**src/stfs_pkg.sv**
```systemverilog
// shared types and constants of the sorted table forward search unit
`default_nettype none

package stfs_pkg;

  // fixed field widths
  localparam int unsigned ADDR_W   = 12;
  localparam int unsigned COUNT_W  = 13;
  localparam int unsigned TIME_W   = 31;

  // defaults for the top level parameters
  localparam int unsigned DEF_TABLE_DEPTH    = 4096;
  localparam int unsigned DEF_NEURON_ID_BITS = 24;
  localparam int unsigned DEF_PAYLOAD_BITS   = 32;

  // item operation codes
  typedef enum logic [1:0] {
    OP_LOAD    = 2'd0,
    OP_RESTART = 2'd1,
    OP_SEARCH  = 2'd2,
    OP_SEEK    = 2'd3
  } op_e;

  // result status codes
  typedef enum logic [1:0] {
    STAT_OK        = 2'd0,
    STAT_TIME      = 2'd1,
    STAT_BACKWARD  = 2'd2,
    STAT_UNORDERED = 2'd3
  } status_e;

  // configuration register indexes
  typedef enum logic {
    CFG_TABLE_OFFSET = 1'b0,
    CFG_TABLE_COUNT  = 1'b1
  } cfg_idx_e;

  // controller to datapath commands
  typedef struct packed {
    logic capture;  // latch the accepted transaction
    logic exec;     // carry out the operation
    logic scan;     // evaluate the entry read last cycle
  } cmd_t;

  // datapath to controller status
  typedef struct packed {
    logic scan_needed;  // search goes on into the table
    logic scan_done;    // the entry under evaluation ends the search
  } sts_t;

endpackage

`default_nettype wire

```
**src/stfs_ctrl.sv**
```systemverilog
// controller state machine of the sorted table forward search unit
`default_nettype none

module stfs_ctrl
  import stfs_pkg::*;
(
  input  wire logic clk_i,
  input  wire logic rst_ni,
  input  wire logic start_i,
  input  wire sts_t sts_i,
  output cmd_t      cmd_o,
  output logic      busy_o,
  output logic      result_valid_o
);

  typedef enum logic [2:0] {
    ST_IDLE = 3'b001,
    ST_EXEC = 3'b010,
    ST_SCAN = 3'b100
  } state_e;

  state_e state_q, state_d;
  logic   valid_q, valid_d;

  // next state and commands
  always_comb begin
    state_d = state_q;
    valid_d = 1'b0;
    cmd_o   = '0;
    case (state_q)
      ST_IDLE: begin
        if (start_i) begin
          cmd_o.capture = 1'b1;
          state_d       = ST_EXEC;
        end
      end
      ST_EXEC: begin
        cmd_o.exec = 1'b1;
        if (sts_i.scan_needed) begin
          state_d = ST_SCAN;
        end else begin
          valid_d = 1'b1;
          state_d = ST_IDLE;
        end
      end
      ST_SCAN: begin
        cmd_o.scan = 1'b1;
        if (sts_i.scan_done) begin
          valid_d = 1'b1;
          state_d = ST_IDLE;
        end
      end
      default: begin
        state_d = ST_IDLE;
      end
    endcase
  end

  // state and result strobe registers
  always_ff @(posedge clk_i or negedge rst_ni) begin
    if (!rst_ni) begin
      state_q <= ST_IDLE;
      valid_q <= 1'b0;
    end else begin
      state_q <= state_d;
      valid_q <= valid_d;
    end
  end

  assign busy_o         = (state_q != ST_IDLE);
  assign result_valid_o = valid_q;

endmodule

`default_nettype wire

```
**config.mk**
```make
export PLATFORM = sky130hd
export DESIGN_NAME = stfs_ctrl
export DESIGN_NICKNAME = d
export VERILOG_FILES = /design/src/stfs_pkg.sv /design/src/stfs_ctrl.sv
export SDC_FILE = /design/constraint.sdc
export NUM_CORES = 1
export LEC_CHECK = 0
export BUFFER_PORTS_ARGS = -buffer_cell sky130_fd_sc_hd__clkbuf_2
export CORE_AREA = 2 2 39 41
export DETAILED_ROUTE_END_ITERATION = 8
export DIE_AREA = 0 0 41 43
export GPL_TIMING_DRIVEN = 0
export PLACE_DENSITY_LB_ADDON = 0.3
export SETUP_SLACK_MARGIN = 0.05
export SLEW_MARGIN = 15
export SYNTH_ARGS = -nofsm -noshare
export SYNTH_HDL_FRONTEND = slang
export SYNTH_SLANG_ARGS = --single-unit
```
**constraint.sdc**
```tcl
create_clock -name clk_i -period 1.1 [get_ports clk_i]
set_input_delay 0 -clock clk_i [delete_from_list [all_inputs] [get_ports clk_i]]
set_output_delay 0 -clock clk_i [all_outputs]
set_load 0.02 [all_outputs]
```
==> results_dict.tcl <==
set metrics [dict create \
    status "finished, violations left" \
    violations "setup timing" \
    gr-total-overflow 0 \
    startpoint_type "register" \
    syn_nets 22 \
    grt_usage_pct 8.14 \
    skew_ns 0.00564 \
    slew_headroom_pct 89.1 \
    end_kind "register" \
    ir_worst_vdd_uv 397 \
    syn_inst 17 \
    crit_type "reg -> reg" \
    hp-class "in -> reg" \
    clock-root-buffer "clkbuf_4" \
    start_util_pct 14.7 \
    finalWeightedCongestion 0.652 \
    final_util_pct 25.7 \
    ant_nets 0 \
    ys_ff_latch 4 \
    cts_buffer_depth 2 \
    vias 207 \
    maxCapViolCount 0 \
    grt_pass1_wl_um 897 \
    clk_latency_ns 0.24 \
    die_area_um2 1760 \
    grt_pass1_vias 217 \
    die_width_um 41 \
    synth_area_um2 204 \
    leakage_nw 0.163 \
    cts_tree "built" \
    ys.flop_type "dfrtp_1" \
    synth.area.top_cells "dfrtp_1 (37%), dfstp_2 (13%), and4bb_2 (12%)" \
    grt_max_degree 10 \
    rsz0062_at_grt "yes" \
    path_max_fanout 7 \
    crit_arrival_ns 1.37 \
    core_area_um2 1380 \
    yosys.area.top_type "dfrtp_1" \
    syn_to_final_growth_pct 74.2 \
    synthMostInstantiatedCell "dfrtp_1" \
    cp.required_ns 1.27 \
    io_buffers 9 \
    yosysSeqAreaShare_pct 49.7 \
    nNetsFinal 40 \
    worst_slack_ns -0.107 \
    postSynth.asyncResetShare_pct 100 \
    synth_cell_types 12 \
    drt_first_iter_violations 1 \
    io_pins 10 \
    drc 0 \
    wl_um 523 \
    clk_pin_slew_ns 0.04 \
    dieHeight_um 43 \
    fmax_ghz 0.829 \
    drv_slew 0 \
    wire_per_inst_um 10.5 \
    layout-drive-gt1-share_pct 64.7 \
    htreeDepth 1 \
    setup_viol 5 \
    tightest_slew_ns 0.163 \
    power_density_nw_per_um2 1780 \
    fin_crit_sh_pct 110 \
    row_count 14 \
    first_pass_iters 3 \
    routed_via_density 4.14 \
    synth_top_area_share_pct 36.8 \
    synth_edf_count 0 \
    hold_viol 0 \
    cts.sinks 4 \
    numCtsBuffers 3 \
    antenna_found_initial 0 \
    ys_warn_count 0 \
    fin_crit_ns 1.21 \
    avgSynthCellArea_um2 12.0 \
    dpl_worst_slack_ns -0.114 \
    synth_common_cells "dfrtp_1 (3), and4bb_2 (2), nand2_1 (2), nor3b_1 (2)" \
    diodes 0 \
]
## per-layer routing
| metal | vias up | GRT usage [%] | share of wire, % |
|---|---|---|---|
| met5 | - | 0 | 0 |
| met4 | 0 | 8.00 | 2.5 |
| met3 | 2 | 3.14 | 10 |
| met2 | 12 | 9.69 | 44 |
| met1 | 94 | 10.3 | 43 |
| li1 | 99 | - | - |
## state kept, by name (all words and copies together), names as in the netlist
name	flops
result_valid_o	1
state_q	3
## worst max-delay path: stages (launching register included)
cell and delay (ns):
dfrtp_2 0.43, or4bb_1 0.50, and3b_1 0.19
## final timing paths
check | from | endpoint | slack (ns) | cells after the start
worst max-delay path | state_q[2] | state_q[0] | -0.11 | 2
worst min-delay path | sts_i[0] | result_valid_o | 0.04 | 3
worst max register to register | state_q[2] | state_q[0] | -0.11 | 2
worst min register to register | state_q[0] | result_valid_o | 0.62 | 2
max in group asynchronous | rst_ni | state_q[0] | 0.79 | 2
min in group asynchronous | rst_ni | result_valid_o | 0.10 | 2
## cell type report
| type | count | area, um^2 |
|---|---|---|
| clock buffers | 4 | 26.3 |
| fillers | 158 | 1030 |
| multi-input cells | 13 | 109 |
| repair buffers | 13 | 96.3 |
| flip-flops and latches | 4 | 104 |
| well taps | 16 | 20.0 |
## cell families (layout without fill, tap and decap cells)
kind of cell | after synthesis | after routing | share of synthesized area, %
buf+inv | 0 | 17 | 0
simple gates | 12 | 12 | 47.9
compound gates | 1 | 1 | 2.45
flops | 4 | 4 | 49.7
## report_power, final
group	switching [mW]	internal [mW]	total (mW)	leakage [nW]
Clock	0.0675	0.137	0.204	0.0150
Combinational	0.0948	0.121	0.216	0.100
Sequential	0.0323	0.182	0.214	0.0481
## timing repair
action | in CTS | in global routing
pin swaps | 1 | 1
hold buffers | 1 | 0
setup endpoints to repair | 6 | 7
setup buffers | 2 | 1
endpoints found under the hold margin | 4 | 0
gates cloned | 0 | 0
gates resized for setup | 6 | 7
## layout by cell type, fill, tap and decap left out, types with 2 or more instances in the layout
cell / instances
nor3b_1: 2
clkbuf_2: 5
and4bb_2: 2
clkbuf_4: 3
dfrtp_2: 2
nand2_1: 2
buf_4: 4
## metrics by stage
stage / power, mW / cells / instance area (um^2) / TNS, ns / hold slack, ns
4_1_cts: 0.618 / 49 / 339 / -0.308 / 0.0254
6_report: 0.634 / 50 / 355 / -0.249 / 0.0381
2_1_floorplan: 0.311 / 17 / 204 / -0.0541 / -0.296
3_3_place_gp: 0.359 / 42 / 269 / -0.0996 / -0.197
3_5_place_dp: 0.367 / 42 / 269 / -0.151 / -0.192
5_1_grt: 0.686 / 50 / 355 / -0.718 / 0.0436
Power figures use the tool's default switching activity.
